<file path="config.mk">
export PLATFORM = sky130hd
export DESIGN_NAME = stepped_keyframe_lookup_unit
export DESIGN_NICKNAME = d
export VERILOG_FILES = /design/src/hw/rtl/skl_pkg.sv /design/src/hw/rtl/skl_ram.sv /design/src/hw/rtl/skl_ctrl.sv /design/src/hw/rtl/skl_datapath.sv /design/src/hw/rtl/stepped_keyframe_lookup_unit.sv
export SDC_FILE = /design/constraint.sdc
export NUM_CORES = 2
export LEC_CHECK = 0
export BUFFER_PORTS_ARGS = -buffer_cell sky130_fd_sc_hd__buf_4
export CORE_MARGIN = 8
export CORE_UTILIZATION = 50
export CTS_CLUSTER_SIZE = 28
export DETAILED_ROUTE_END_ITERATION = 7
export GPL_TIMING_DRIVEN = 0
export PLACE_DENSITY = 0.65
export SYNTH_ARGS = -nofsm -noshare
export SYNTH_HDL_FRONTEND = slang
export SYNTH_SLANG_ARGS = --single-unit
</file>
<file path="constraint.sdc">
create_clock -name clk -period 13.72 [get_ports clk]
set_clock_uncertainty 0.2 [all_clocks]
set_input_delay 0.686 -clock clk [delete_from_list [all_inputs] [get_ports clk]]
set_output_delay 0.686 -clock clk [all_outputs]
set_load 0.01 [all_outputs]
</file>
<file path="src/hw/rtl/skl_pkg.sv">
// Shared types and constants for the stepped keyframe lookup unit.
`timescale 1ns / 1ps

package skl_pkg;

  localparam int LEN_W     = 15;
  localparam int VAL_W     = 16;
  localparam int TIME_W    = 32;
  localparam int FPS_W     = 8;
  localparam int KIND_W    = 2;
  localparam int FRAME_W   = TIME_W + FPS_W - 16;
  localparam int CFG_IDX_W = 1;
  localparam int CFG_W     = 8;

  localparam logic [FPS_W-1:0] FPS_RESET = 8'd12;

  localparam logic [KIND_W-1:0] KIND_CLEAR = 2'd0;
  localparam logic [KIND_W-1:0] KIND_ADD   = 2'd1;
  localparam logic [KIND_W-1:0] KIND_QUERY = 2'd2;

  localparam logic [CFG_IDX_W-1:0] CFG_LOOP_MODE = 1'b0;
  localparam logic [CFG_IDX_W-1:0] CFG_FPS       = 1'b1;

  typedef enum logic [2:0] {
    ST_IDLE,
    ST_MUL,
    ST_MOD,
    ST_PRIME,
    ST_WALK,
    ST_HOLD
  } state_t;

  typedef struct packed {
    logic accept;
    logic do_mul;
    logic mod_step;
    logic walk_init;
    logic walk_step;
    logic out_load;
  } cmd_t;

  typedef struct packed {
    logic empty;
    logic loop_mode;
    logic mod_last;
    logic walk_hit;
    logic out_free;
  } status_t;

endpackage

</file>
<file path="src/hw/rtl/skl_ram.sv">
// Generic single-write, single-read RAM with a registered read port.
`timescale 1ns / 1ps

module skl_ram #(
  parameter int WIDTH = 8,
  parameter int DEPTH = 64,
  parameter int ADDR_W = (DEPTH > 1) ? $clog2(DEPTH) : 1
) (
  input  logic              clk,
  input  logic              we,
  input  logic [ADDR_W-1:0] waddr,
  input  logic [WIDTH-1:0]  wdata,
  input  logic [ADDR_W-1:0] raddr,
  output logic [WIDTH-1:0]  rdata
);

  logic [WIDTH-1:0] mem [DEPTH];
  logic [WIDTH-1:0] rdata_r;

  always_ff @(posedge clk) begin
    if (we) begin
      mem[waddr] <= wdata;
    end
    rdata_r <= mem[raddr];
  end

  assign rdata = rdata_r;

endmodule

</file>
<file path="src/hw/rtl/skl_ctrl.sv">
// Sequencer for table updates and the multiply, modulo and walk steps of a query.
`timescale 1ns / 1ps

module skl_ctrl (
  input  logic                       clk,
  input  logic                       rst_n,
  input  logic                       in_tvalid,
  input  logic [skl_pkg::KIND_W-1:0] in_kind,
  output logic                       in_tready,
  input  skl_pkg::status_t           status,
  output skl_pkg::cmd_t              cmd
);

  skl_pkg::state_t state_r, state_nxt;
  logic accept;

  assign accept = in_tvalid && (state_r == skl_pkg::ST_IDLE);

  always_ff @(posedge clk) begin
    if (!rst_n) begin
      state_r <= skl_pkg::ST_IDLE;
    end else begin
      state_r <= state_nxt;
    end
  end

  always_comb begin
    state_nxt = state_r;
    unique case (state_r)
      skl_pkg::ST_IDLE: begin
        if (accept && (in_kind == skl_pkg::KIND_QUERY)) begin
          state_nxt = skl_pkg::ST_MUL;
        end
      end
      skl_pkg::ST_MUL: begin
        if (status.empty) begin
          state_nxt = skl_pkg::ST_HOLD;
        end else if (status.loop_mode) begin
          state_nxt = skl_pkg::ST_MOD;
        end else begin
          state_nxt = skl_pkg::ST_PRIME;
        end
      end
      skl_pkg::ST_MOD: begin
        if (status.mod_last) begin
          state_nxt = skl_pkg::ST_PRIME;
        end
      end
      skl_pkg::ST_PRIME: begin
        state_nxt = skl_pkg::ST_WALK;
      end
      skl_pkg::ST_WALK: begin
        if (status.walk_hit) begin
          state_nxt = skl_pkg::ST_HOLD;
        end
      end
      skl_pkg::ST_HOLD: begin
        if (status.out_free) begin
          state_nxt = skl_pkg::ST_IDLE;
        end
      end
      default: state_nxt = skl_pkg::ST_IDLE;
    endcase
  end

  always_comb begin
    cmd = '0;
    in_tready = 1'b0;
    unique case (state_r)
      skl_pkg::ST_IDLE: begin
        in_tready = 1'b1;
        cmd.accept = accept;
      end
      skl_pkg::ST_MUL:   cmd.do_mul = 1'b1;
      skl_pkg::ST_MOD:   cmd.mod_step = 1'b1;
      skl_pkg::ST_PRIME: cmd.walk_init = 1'b1;
      skl_pkg::ST_WALK:  cmd.walk_step = 1'b1;
      skl_pkg::ST_HOLD:  cmd.out_load = status.out_free;
      default: cmd = '0;
    endcase
  end

endmodule

</file>
<file path="src/hw/rtl/skl_datapath.sv">
// Keyframe table, frame arithmetic, span walk and result register.
`timescale 1ns / 1ps

module skl_datapath #(
  parameter int MAX_KEYFRAMES = 64
) (
  input  logic                          clk,
  input  logic                          rst_n,
  input  logic [skl_pkg::KIND_W-1:0]    in_kind,
  input  logic [skl_pkg::LEN_W-1:0]     in_length,
  input  logic signed [skl_pkg::VAL_W-1:0] in_value,
  input  logic [skl_pkg::TIME_W-1:0]    in_time,
  input  logic                          cfg_we,
  input  logic [skl_pkg::CFG_IDX_W-1:0] cfg_index,
  input  logic [skl_pkg::CFG_W-1:0]     cfg_wdata,
  input  skl_pkg::cmd_t                 cmd,
  output skl_pkg::status_t              status,
  input  logic                          out_tready,
  output logic                          out_tvalid,
  output logic signed [skl_pkg::VAL_W-1:0] out_value,
  output logic                          out_table_ready
);

  localparam int CNT_W = $clog2(MAX_KEYFRAMES + 1);
  localparam int IDX_W = (MAX_KEYFRAMES > 1) ? $clog2(MAX_KEYFRAMES) : 1;
  localparam int TOT_W = $clog2(MAX_KEYFRAMES * 32767 + 1);
  localparam int CMP_W = (TOT_W > skl_pkg::FRAME_W) ? TOT_W : skl_pkg::FRAME_W;
  localparam int MCNT_W = $clog2(skl_pkg::FRAME_W);
  localparam int ENT_W = skl_pkg::LEN_W + skl_pkg::VAL_W;
  localparam int PROD_W = skl_pkg::TIME_W + skl_pkg::FPS_W;

  logic                          loop_r;
  logic [skl_pkg::FPS_W-1:0]     fps_r;
  logic [CNT_W-1:0]              count_r;
  logic [TOT_W-1:0]              total_r;
  logic [skl_pkg::TIME_W-1:0]    time_r;
  logic [skl_pkg::FRAME_W-1:0]   frame_r;
  logic [TOT_W-1:0]              rem_r;
  logic [MCNT_W-1:0]             mcnt_r;
  logic [IDX_W-1:0]              idx_r;
  logic [TOT_W-1:0]              end_r;
  logic signed [skl_pkg::VAL_W-1:0] res_val_r;
  logic                          out_valid_r;
  logic signed [skl_pkg::VAL_W-1:0] out_val_r;
  logic                          out_ready_r;

  logic                          do_add, do_clear, full;
  logic [PROD_W-1:0]             product;
  logic [TOT_W:0]                rem_shift;
  logic [TOT_W:0]                rem_diff;
  logic [TOT_W-1:0]              rem_nxt;
  logic [TOT_W-1:0]              end_sum;
  logic [IDX_W-1:0]              raddr;
  logic [ENT_W-1:0]              rdata;
  logic [skl_pkg::LEN_W-1:0]     rd_len;
  logic                          is_last, in_span;

  assign full     = (count_r == CNT_W'(MAX_KEYFRAMES));
  assign do_clear = cmd.accept && (in_kind == skl_pkg::KIND_CLEAR);
  assign do_add   = cmd.accept && (in_kind == skl_pkg::KIND_ADD) &&
                    (in_length != '0) && !full;

  skl_ram #(
    .WIDTH (ENT_W),
    .DEPTH (MAX_KEYFRAMES),
    .ADDR_W(IDX_W)
  ) u_table (
    .clk  (clk),
    .we   (do_add),
    .waddr(count_r[IDX_W-1:0]),
    .wdata({in_value, in_length}),
    .raddr(raddr),
    .rdata(rdata)
  );

  // Entry k is on the read port while the address of entry k+1 is presented.
  assign raddr   = cmd.walk_init ? '0 : IDX_W'(idx_r + 1'b1);
  assign rd_len  = rdata[skl_pkg::LEN_W-1:0];
  assign end_sum = end_r + TOT_W'(rd_len);
  assign is_last = (CNT_W'(idx_r) == CNT_W'(count_r - 1'b1));
  assign in_span = (CMP_W'(frame_r) < CMP_W'(end_sum));

  assign product = PROD_W'(time_r) * PROD_W'(fps_r);

  // One restoring step of frame mod total, most significant frame bit first.
  assign rem_shift = {rem_r, frame_r[skl_pkg::FRAME_W-1]};
  assign rem_diff  = rem_shift - {1'b0, total_r};
  assign rem_nxt   = rem_diff[TOT_W] ? rem_shift[TOT_W-1:0] : rem_diff[TOT_W-1:0];

  always_ff @(posedge clk) begin
    if (!rst_n) begin
      loop_r      <= 1'b0;
      fps_r       <= skl_pkg::FPS_RESET;
      count_r     <= '0;
      total_r     <= '0;
      out_valid_r <= 1'b0;
    end else begin
      if (cfg_we) begin
        unique case (cfg_index)
          skl_pkg::CFG_LOOP_MODE: loop_r <= cfg_wdata[0];
          skl_pkg::CFG_FPS:       fps_r  <= cfg_wdata[skl_pkg::FPS_W-1:0];
          default: ;
        endcase
      end
      if (do_clear) begin
        count_r <= '0;
        total_r <= '0;
      end else if (do_add) begin
        count_r <= count_r + 1'b1;
        total_r <= total_r + TOT_W'(in_length);
      end
      if (cmd.out_load) begin
        out_valid_r <= 1'b1;
      end else if (out_tready) begin
        out_valid_r <= 1'b0;
      end
    end
  end

  always_ff @(posedge clk) begin
    if (cmd.accept) begin
      time_r <= in_time;
    end
    if (cmd.do_mul) begin
      frame_r <= product[PROD_W-1:16];
      rem_r   <= '0;
      mcnt_r  <= '0;
    end else if (cmd.mod_step) begin
      rem_r  <= rem_nxt;
      mcnt_r <= mcnt_r + 1'b1;
      if (mcnt_r == MCNT_W'(skl_pkg::FRAME_W - 1)) begin
        // The remainder never exceeds the frame, so it fits the frame register.
        frame_r <= skl_pkg::FRAME_W'(rem_nxt);
      end else begin
        frame_r <= {frame_r[skl_pkg::FRAME_W-2:0], 1'b0};
      end
    end
    if (cmd.walk_init) begin
      idx_r <= '0;
      end_r <= '0;
    end else if (cmd.walk_step) begin
      idx_r <= IDX_W'(idx_r + 1'b1);
      end_r <= end_sum;
      res_val_r <= rdata[ENT_W-1:skl_pkg::LEN_W];
    end
    if (cmd.out_load) begin
      out_val_r   <= (count_r == '0) ? '0 : res_val_r;
      out_ready_r <= (count_r != '0);
    end
  end

  always_comb begin
    status.empty     = (count_r == '0);
    status.loop_mode = loop_r;
    status.mod_last  = (mcnt_r == MCNT_W'(skl_pkg::FRAME_W - 1));
    status.walk_hit  = in_span || is_last;
    status.out_free  = !out_valid_r || out_tready;
  end

  assign out_tvalid      = out_valid_r;
  assign out_value       = out_val_r;
  assign out_table_ready = out_ready_r;

endmodule

</file>
<file path="src/hw/rtl/stepped_keyframe_lookup_unit.sv">
// Top level of the stepped keyframe lookup unit.
`timescale 1ns / 1ps

// Step keyframe track: clear and append items are accepted on back-to-back
// cycles. A query is accepted, multiplies time by rate, in loop mode reduces
// the frame bit-serially modulo the frame total, primes the table RAM read,
// walks the stored keyframes (at most MAX_KEYFRAMES) through its single read
// port, and loads the output register; an empty table skips from the multiply
// straight to the output load. The block takes no new item while
// a query is in progress; a finished result waits in the output register
// while the next clear or append is taken.
module stepped_keyframe_lookup_unit #(
  parameter int MAX_KEYFRAMES = 64
) (
  input  logic        clk,
  input  logic        rst_n,
  input  logic        in_tvalid,
  output logic        in_tready,
  input  logic [63:0] in_tdata,   // keyframe_length[14:0], keyframe_value[30:15],
                                  // query_time[62:31], zero [63]
  input  logic [1:0]  in_tuser,   // kind[1:0]
  output logic        out_tvalid,
  input  logic        out_tready,
  output logic [15:0] out_tdata,  // sample_value[15:0]
  output logic        out_tuser,  // table_ready[0]
  input  logic        cfg_we,
  input  logic        cfg_index,
  input  logic [7:0]  cfg_wdata
);

  skl_pkg::cmd_t    cmd;
  skl_pkg::status_t status;
  logic signed [skl_pkg::VAL_W-1:0] out_value;

  skl_ctrl u_ctrl (
    .clk      (clk),
    .rst_n    (rst_n),
    .in_tvalid(in_tvalid),
    .in_kind  (in_tuser),
    .in_tready(in_tready),
    .status   (status),
    .cmd      (cmd)
  );

  skl_datapath #(
    .MAX_KEYFRAMES(MAX_KEYFRAMES)
  ) u_datapath (
    .clk            (clk),
    .rst_n          (rst_n),
    .in_kind        (in_tuser),
    .in_length      (in_tdata[14:0]),
    .in_value       (in_tdata[30:15]),
    .in_time        (in_tdata[62:31]),
    .cfg_we         (cfg_we),
    .cfg_index      (cfg_index),
    .cfg_wdata      (cfg_wdata),
    .cmd            (cmd),
    .status         (status),
    .out_tready     (out_tready),
    .out_tvalid     (out_tvalid),
    .out_value      (out_value),
    .out_table_ready(out_tuser)
  );

  assign out_tdata = out_value;

endmodule

</file>
=== Word-level counts from Yosys, hierarchy flattened ===
Memories as Yosys holds them, arrays and structs flattened. A register that Yosys moved wholly into a read port is not among the register bits.
Index checks and enable logic that the tools add are counted.
Widths: inputs -> output; s select.

* Bits in read-only memories: 0
* Bits in registers: 183
* Bits in latches: 0
* Memory bits (writable): 1984
* Logic and storage cells: 87
* Output and inout port bits: 19
* Input port bits: 80
* Memories kept: 1

* Bitwise gates (word level): 3
* $mul: 1
* Equal/unequal tests: 14
* Reductions and logical operators: 22
* Div/mod/pow operators: 0
* Magnitude comparators: 1
* Muxes and demuxes: 23
* Shifts and indexed selects: 0
* Add/subtract/negate cells: 7

{| class="wikitable"
|+ Memories
! name !! depth !! width !! rd ports !! clocked after memory_dff !! wr ports !! RTL line !! RTL
|-
| u_datapath.u_table.mem || 64 || 31 || 1 || 1 || 1 || skl_ram.sv:17 || <nowiki>logic [WIDTH-1:0] mem [DEPTH];</nowiki>
|}

{| class="wikitable"
|+ Operators with widths
! operator !! number
|-
| $mux 24 || 3
|-
| $add 21x15->21 || 2
|-
| $mul 32x8->40 || 1
|-
| $lt 24x21->1 || 1
|-
| $sub 22x21->22 || 1
|-
| $mux 21 || 1
|-
| $pmux 3 s6 || 1
|-
| $mux 3 || 5
|-
| $reduce_bool 15->1 || 1
|-
| $mux 1 || 12
|-
| $add 7x1->7 const B || 1
|-
| $eq 6x7->1 || 1
|-
| $eq 7x7->1 const B || 1
|-
| $logic_not 7->1 || 1
|-
| $reduce_bool 7->1 || 1
|-
| $sub 7x1->7 const B || 1
|-
| $add 6x1->6 const B || 1
|-
| $eq 3x2->1 const B || 2
|-
| $eq 3x3->1 const B || 2
|-
| $logic_and 1x1->1 || 6
|-
| $mux 6 || 1
|-
| $ne 2x2->1 const B || 3
|-
| $reduce_and 2->1 || 3
|-
| $add 5x1->5 const B || 1
|-
| 13 further kinds || 18
|}

=== Depth between registers and ports, before layout ===
* Depth after elaboration: 8
* Depth in mapped cells: 23
* Mapped depth without buffers: 23

=== Cells and area by module ===
A second synthesis with hierarchy kept.

* Cells, all modules: 5334
* Area total of the unflattened synthesis: 94216.6 um^2

{| class="wikitable"
|+ Modules (own cells, without submodules)
! module !! cells an instance !! area each (um^2) !! seq. area each (um^2) !! instances
|-
| skl_ram || 3418 || 76305.7 || 60197.7 || 1
|-
| skl_datapath || 1883 || 17646.9 || 4494.3 || 1
|-
| skl_ctrl || 33 || 264.0 || 60.1 || 1
|}

=== Worst setup path before layout ===
Ideal clock, no wire load.

* Path kind: register -> register
* Start point: reg u_datapath.fps_r[3] (netlist name)
* End point: reg u_datapath.frame_r[21] (netlist name) (data pin)
* Stages on the path, launching flop included: 21
* Arrival: 5.095 ns
* Period minus slack after synthesis: 5.551 ns
* Required time: 13.264 ns
* Setup time: 0.256 ns
* Path slack: 8.169 ns
* Path buffers: 1
* Cell sequence: dfxtp_1 > clkbuf_1 > and2_1 > fa_1 > fa_1 > fa_1 > inv_1 > fa_1 > inv_1 > ha_1 > a21o_1 > a21o_1 > a21oi_1 > nand3_1 > o21ai_0 > a21oi_1 > o2111ai_1 > a21oi_1 > o311ai_0 > nand3_1 > a31o_2

* Cells in the longest elaborated chain, start to end: 2

{| class="wikitable"
|+ Ends and longest elaborated chain
! what !! RTL line !! RTL
|-
| from (decl) || skl_datapath.sv:33 || <nowiki>logic [skl_pkg::FPS_W-1:0] fps_r;</nowiki>
|-
| from (signal assigned) || skl_datapath.sv:93 || <nowiki>fps_r <= skl_pkg::FPS_RESET;</nowiki>
|-
| from (signal assigned) || skl_datapath.sv:101 || <nowiki>skl_pkg::CFG_FPS: fps_r <= cfg_wdata[skl_pkg::FPS_W-1:0];</nowiki>
|-
| $mul 32x8->40 || skl_datapath.sv:83 || <nowiki>assign product = PROD_W'(time_r) * PROD_W'(fps_r);</nowiki>
|-
| $mux 24 || skl_datapath.sv:124 || <nowiki>if (cmd.do_mul) begin</nowiki>
|-
| to (signal assigned) || skl_datapath.sv:125 || <nowiki>frame_r <= product[PROD_W-1:16];</nowiki>
|-
| to (signal assigned) || skl_datapath.sv:133 || <nowiki>frame_r <= skl_pkg::FRAME_W'(rem_nxt);</nowiki>
|-
| to (signal assigned) || skl_datapath.sv:135 || <nowiki>frame_r <= {frame_r[skl_pkg::FRAME_W-2:0], 1'b0};</nowiki>
|-
| to (decl) || skl_datapath.sv:37 || <nowiki>logic [skl_pkg::FRAME_W-1:0] frame_r;</nowiki>
|}

No other way between the ends.
A chain may end at the register's enable or synchronous reset.

=== Final worst setup path ===
Ends and elaborated chain as after synthesis.

==> metrics.md <==
| Metric | Value |
|---|---|
| Vias | `64,800` |
| Post-DRT Antenna Nets | `0` |
| Net Count, Synth | `around 7,700` |
| I/O pin count | `99` |
| Clk sinks | `2,198` |
| Clk buf depth | `3` |
| Pwr dens | `222 nW/um2` |
| Startpoint types | `register` |
| Crit-path cells | `clkbuf_1, and2_1, fa_1, fa_1, fa_1, inv_1, fa_1, inv_1, ha_1, a21oi_1, o21ai_0, a211oi_1, a21oi_1, o21ai_0, a21oi_1, o2111ai_1, a21oi_1, o311ai_0, nand3_1, a31o_2` |
| TritonCTS clock tree | `yes` |
| VDD IR max | `155 uV` |
| Initial antenna violation count | `13` |
| DR WL/cell | `28.3 um` |
| Yosys warning count | `0` |
| Worst setup EP type | `register` |
| Nets | `8,082` |
| Share of layout cells above drive strength 1 | `under 10%` |
| Hold Path Class | `input pin to register` |
| Worst r2r path cells | `20` |
| Critical Path AT | `7.28 ns` |
| Mapped Area | `about 96,000 um2` |
| RSZ-0062 raised after global routing | `false` |
| Global-route wire length before repair | `423,000 um` |
| Vias in the first global route | `between 60,000 and 70,000` |
| Max_slew headroom | `-1.27%` |
| Most used DFF post-synth | `edfxtp_1` |
| Clock root buffer | `clkbuf_16` |
| GPL Wtd Cong | `~0.98` |
| Final setup TNS | `0 ns` |
| WP depth | `20` |
| Post-synth ARST share | `0%` |
| Post-layout min period | `6.92 ns` |
| Total die area | `205,000 um2` |
| Core area | `190,000 um2` |
| Synthesis-to-layout area growth | `13.1%` |
| DRT iter0 DRCs | `about 8,500` |
| Worst path top cell family by delay | `compound AO/OA/AOI/OAI gates` |
| Synth Area in Compound Gates | `11.2%` |
| Die Width | `453 um` |
| Synth Area in Adders | `5.55%` |
| DRC viols | `0` |
| Sequential area share after synthesis | `a little under 70%` |
| Mux share of post-synthesis cell area | `0.236%` |
| Max incr delay on CP | `0.56 ns` |
| Die Span Y | `453 um` |
| Req. time, crit path | `approximately 14 ns` |
| Main combinational cell family by area after synthesis | `simple AND/OR/NAND/NOR gates` |
| CP Buf/Inv Count | `3` |
| Number of max-cap violations | `2` |
| Most common cell after layout, fill and taps aside | `edfxtp_1` |
| Post_cts resized | `0` |
| Leakage Power | `between 30 and 40 nW` |
| Hold path cells | `3` |
| Violated checks | `capacitance limit, slew limit` |
| Fin. max-slew vios | `11` |
| CTS H-tree depth | `4` |
| Crit path kind | `register to register` |
| Worst-Skew Late Latency | `approximately 0.86 ns` |
| Starting Density | `50.3%` |
| Final wirelength | `294,000 um` |
| DRT Pass-1 Iters | `5` |
| Final instance area | `108,000 um2` |
| Routed vias/inst | `6.23` |
| F_max | `144 MHz` |
| XOR/XNOR share of the synthesized area | `less than 1%` |
| Outcome | `finished with violations` |
| Worst-path clk slew | `0.06 ns` |
| Worst slew pin tran | `between 1.5 and 2 ns` |
| Placed cell areas | `101,000 um2` |
| Final core occ | `56.9%` |
| Total grt overflow | `0` |
| Number of synthesized flops with an enable pin | `2,073` |
| Hpwl dp | `197,000 um` |
| Simple-gate share of the synthesized area | `about an eighth` |
| IO buf count | `97` |
| Fin crit share | `50.5%` |
| Largest net degree at the start of global routing | `68` |
| Seq cells post-synth | `2,198` |
| CTS buffer count | `219` |
| Cells after Synth | `7,295` |
| Syn avg cell area | `13.1 um2` |
| GRT Resource Usage Total | `28.0%` |
| Row Count | `between 150 and 200` |
| Most frequent cells in the layout | `edfxtp_1, nand2_1, nand3_1, clkbuf_1, a21oi_1` |
| Synth cell types | `between 70 and 80` |
| CP Max Fanout | `10` |
| Slowest CP cell | `o311ai_0` |
| Finish-stage setup viols | `0` |
| Final Hold Vio Count | `0` |
through the flow:
stage | hold WS (ns) | cells | power [mW] | setup slack [ns]
final | 0.0776 | 10400 | 24.0 | 6.80
after global routing | 0.0696 | 10400 | 24.9 | 6.28
after CTS | 0.0284 | 10400 | 23.8 | 6.67
after detailed placement | 0.189 | 9935 | 18.0 | 6.77
after global placement | 0.190 | 9903 | 17.8 | 5.66
after floorplan | 0.186 | 7295 | 13.7 | 8.17
metal layers:
layer  up-vias  track usage [%]  share of wire [%]
li1      28400                -                  -
met1     32400             38.5                 40
met2      3451             42.5                 44
met3       541             5.77                 10
met4         4             13.9                5.7
met5         -                0             0.0092
logic make-up (layout without fill, tap and decap cells):
group	after synthesis	after routing
muxes	22	22
DFF	2198	2198
AOI/OAI and AO/OA	1548	1548
and+or+nand+nor	2422	2422
xor gates and xnor gates	82	82
other	0	9
buffers and inverters	708	1286
adders and majority gates	315	315
path summary, 6_finish.rpt:
| kind | start | endpoint | slack, ns |
|---|---|---|---|
| worst min-delay path | out_tready | u_datapath.out_tvalid$_SDFFE_PN0P_ | 0.08 |
| worst min register to register | u_datapath.u_table.rdata[22]$_DFF_P_ | u_datapath.res_val_r[7]$_DFFE_PP_ | 0.20 |
| worst max register to register | u_datapath.fps_r[3]$_SDFFE_PN1P_ | u_datapath.frame_r[21]$_DFFE_PP_ | 6.80 |
| worst max-delay path | u_datapath.fps_r[3]$_SDFFE_PN1P_ | u_datapath.frame_r[21]$_DFFE_PP_ | 6.80 |
area by class of cell:
type	count	area (um2)
Clock inverter	131	1160
Buffer	526	2020
Tap cell	2511	3140
Multi-Input combinational cell	4389	28700
Inverter	182	683
Sequential cell	2198	64800
Timing Repair Buffer	171	1870
Fill cell	15300	82000
Clock buffer	276	5840
Antenna cell	9	22.5
power by group:
part	leakage, nW	internal [mW]	switching (mW)
Combinational	13.1	2.89	7.57
Clock	3.42	3.26	2.60
Sequential	19.7	7.58	0.143
Total	36.2	13.7	10.3
state kept, by name, indices dropped and copies added, names as in the netlist, 16 cells and up:
signal,cells
u_datapath.u_table.mem,1984
u_datapath.time_r,32
u_datapath.u_table.rdata,31
u_datapath.frame_r,24
u_datapath.end_r,21
u_datapath.rem_r,21
u_datapath.total_r,21
u_datapath.out_value,16
u_datapath.res_val_r,16
worst reg2reg max path, cell delays in order, from the launching register on:
cell and delay (ns):
dfxtp_1 0.45, clkbuf_1 0.44, and2_1 0.24, fa_1 0.45
fa_1 0.51, fa_1 0.51, inv_1 0.05, fa_1 0.49
inv_1 0.05, ha_1 0.31, a21oi_1 0.14, o21ai_0 0.16
a211oi_1 0.24, a21oi_1 0.21, o21ai_0 0.49, a21oi_1 0.21
o2111ai_1 0.31, a21oi_1 0.20, o311ai_0 0.56, nand3_1 0.15
a31o_2 0.27
Yosys cell counts, types with 6 or more instances:
| cell | count | area share, % |
|---|---|---|
| a31o_2 | 6 | 0.055 |
| nor4_1 | 8 | 0.052 |
| buf_1 | 42 | 0.16 |
| nand2b_1 | 9 | 0.059 |
| nand4_1 | 13 | 0.085 |
| a311oi_1 | 124 | 1.1 |
| a31oi_1 | 132 | 0.86 |
| nor2b_1 | 30 | 0.20 |
| dfxtp_1 | 125 | 2.6 |
| clkbuf_1 | 473 | 1.9 |
| fa_1 | 182 | 3.8 |
| inv_1 | 181 | 0.71 |
| ha_1 | 133 | 1.7 |
| a22oi_1 | 13 | 0.10 |
| xor2_1 | 32 | 0.29 |
| mux2i_1 | 18 | 0.19 |
| xnor2_1 | 50 | 0.46 |
| o21ai_0 | 93 | 0.49 |
| nand2_1 | 1145 | 4.5 |
| o221ai_1 | 248 | 2.3 |
| and2_1 | 207 | 1.4 |
| a21boi_0 | 10 | 0.079 |
| nor3_1 | 23 | 0.12 |
| and3_1 | 10 | 0.065 |
| a21oi_1 | 451 | 2.4 |
| o211ai_1 | 255 | 2.0 |
| edfxtp_1 | 2073 | 65 |
| o21a_1 | 10 | 0.079 |
| or3_1 | 264 | 1.7 |
| buf_2 | 8 | 0.042 |
| a21o_1 | 38 | 0.30 |
| a22o_1 | 9 | 0.082 |
| nand3_1 | 535 | 2.8 |
| a211oi_1 | 101 | 0.79 |
| nor2_1 | 157 | 0.62 |
timing repair:
action                    CTS  global route
hold buffers               42             0
hold endpoints to repair   42             0
buffers inserted            0             0
Power figures use the tool's default switching activity.
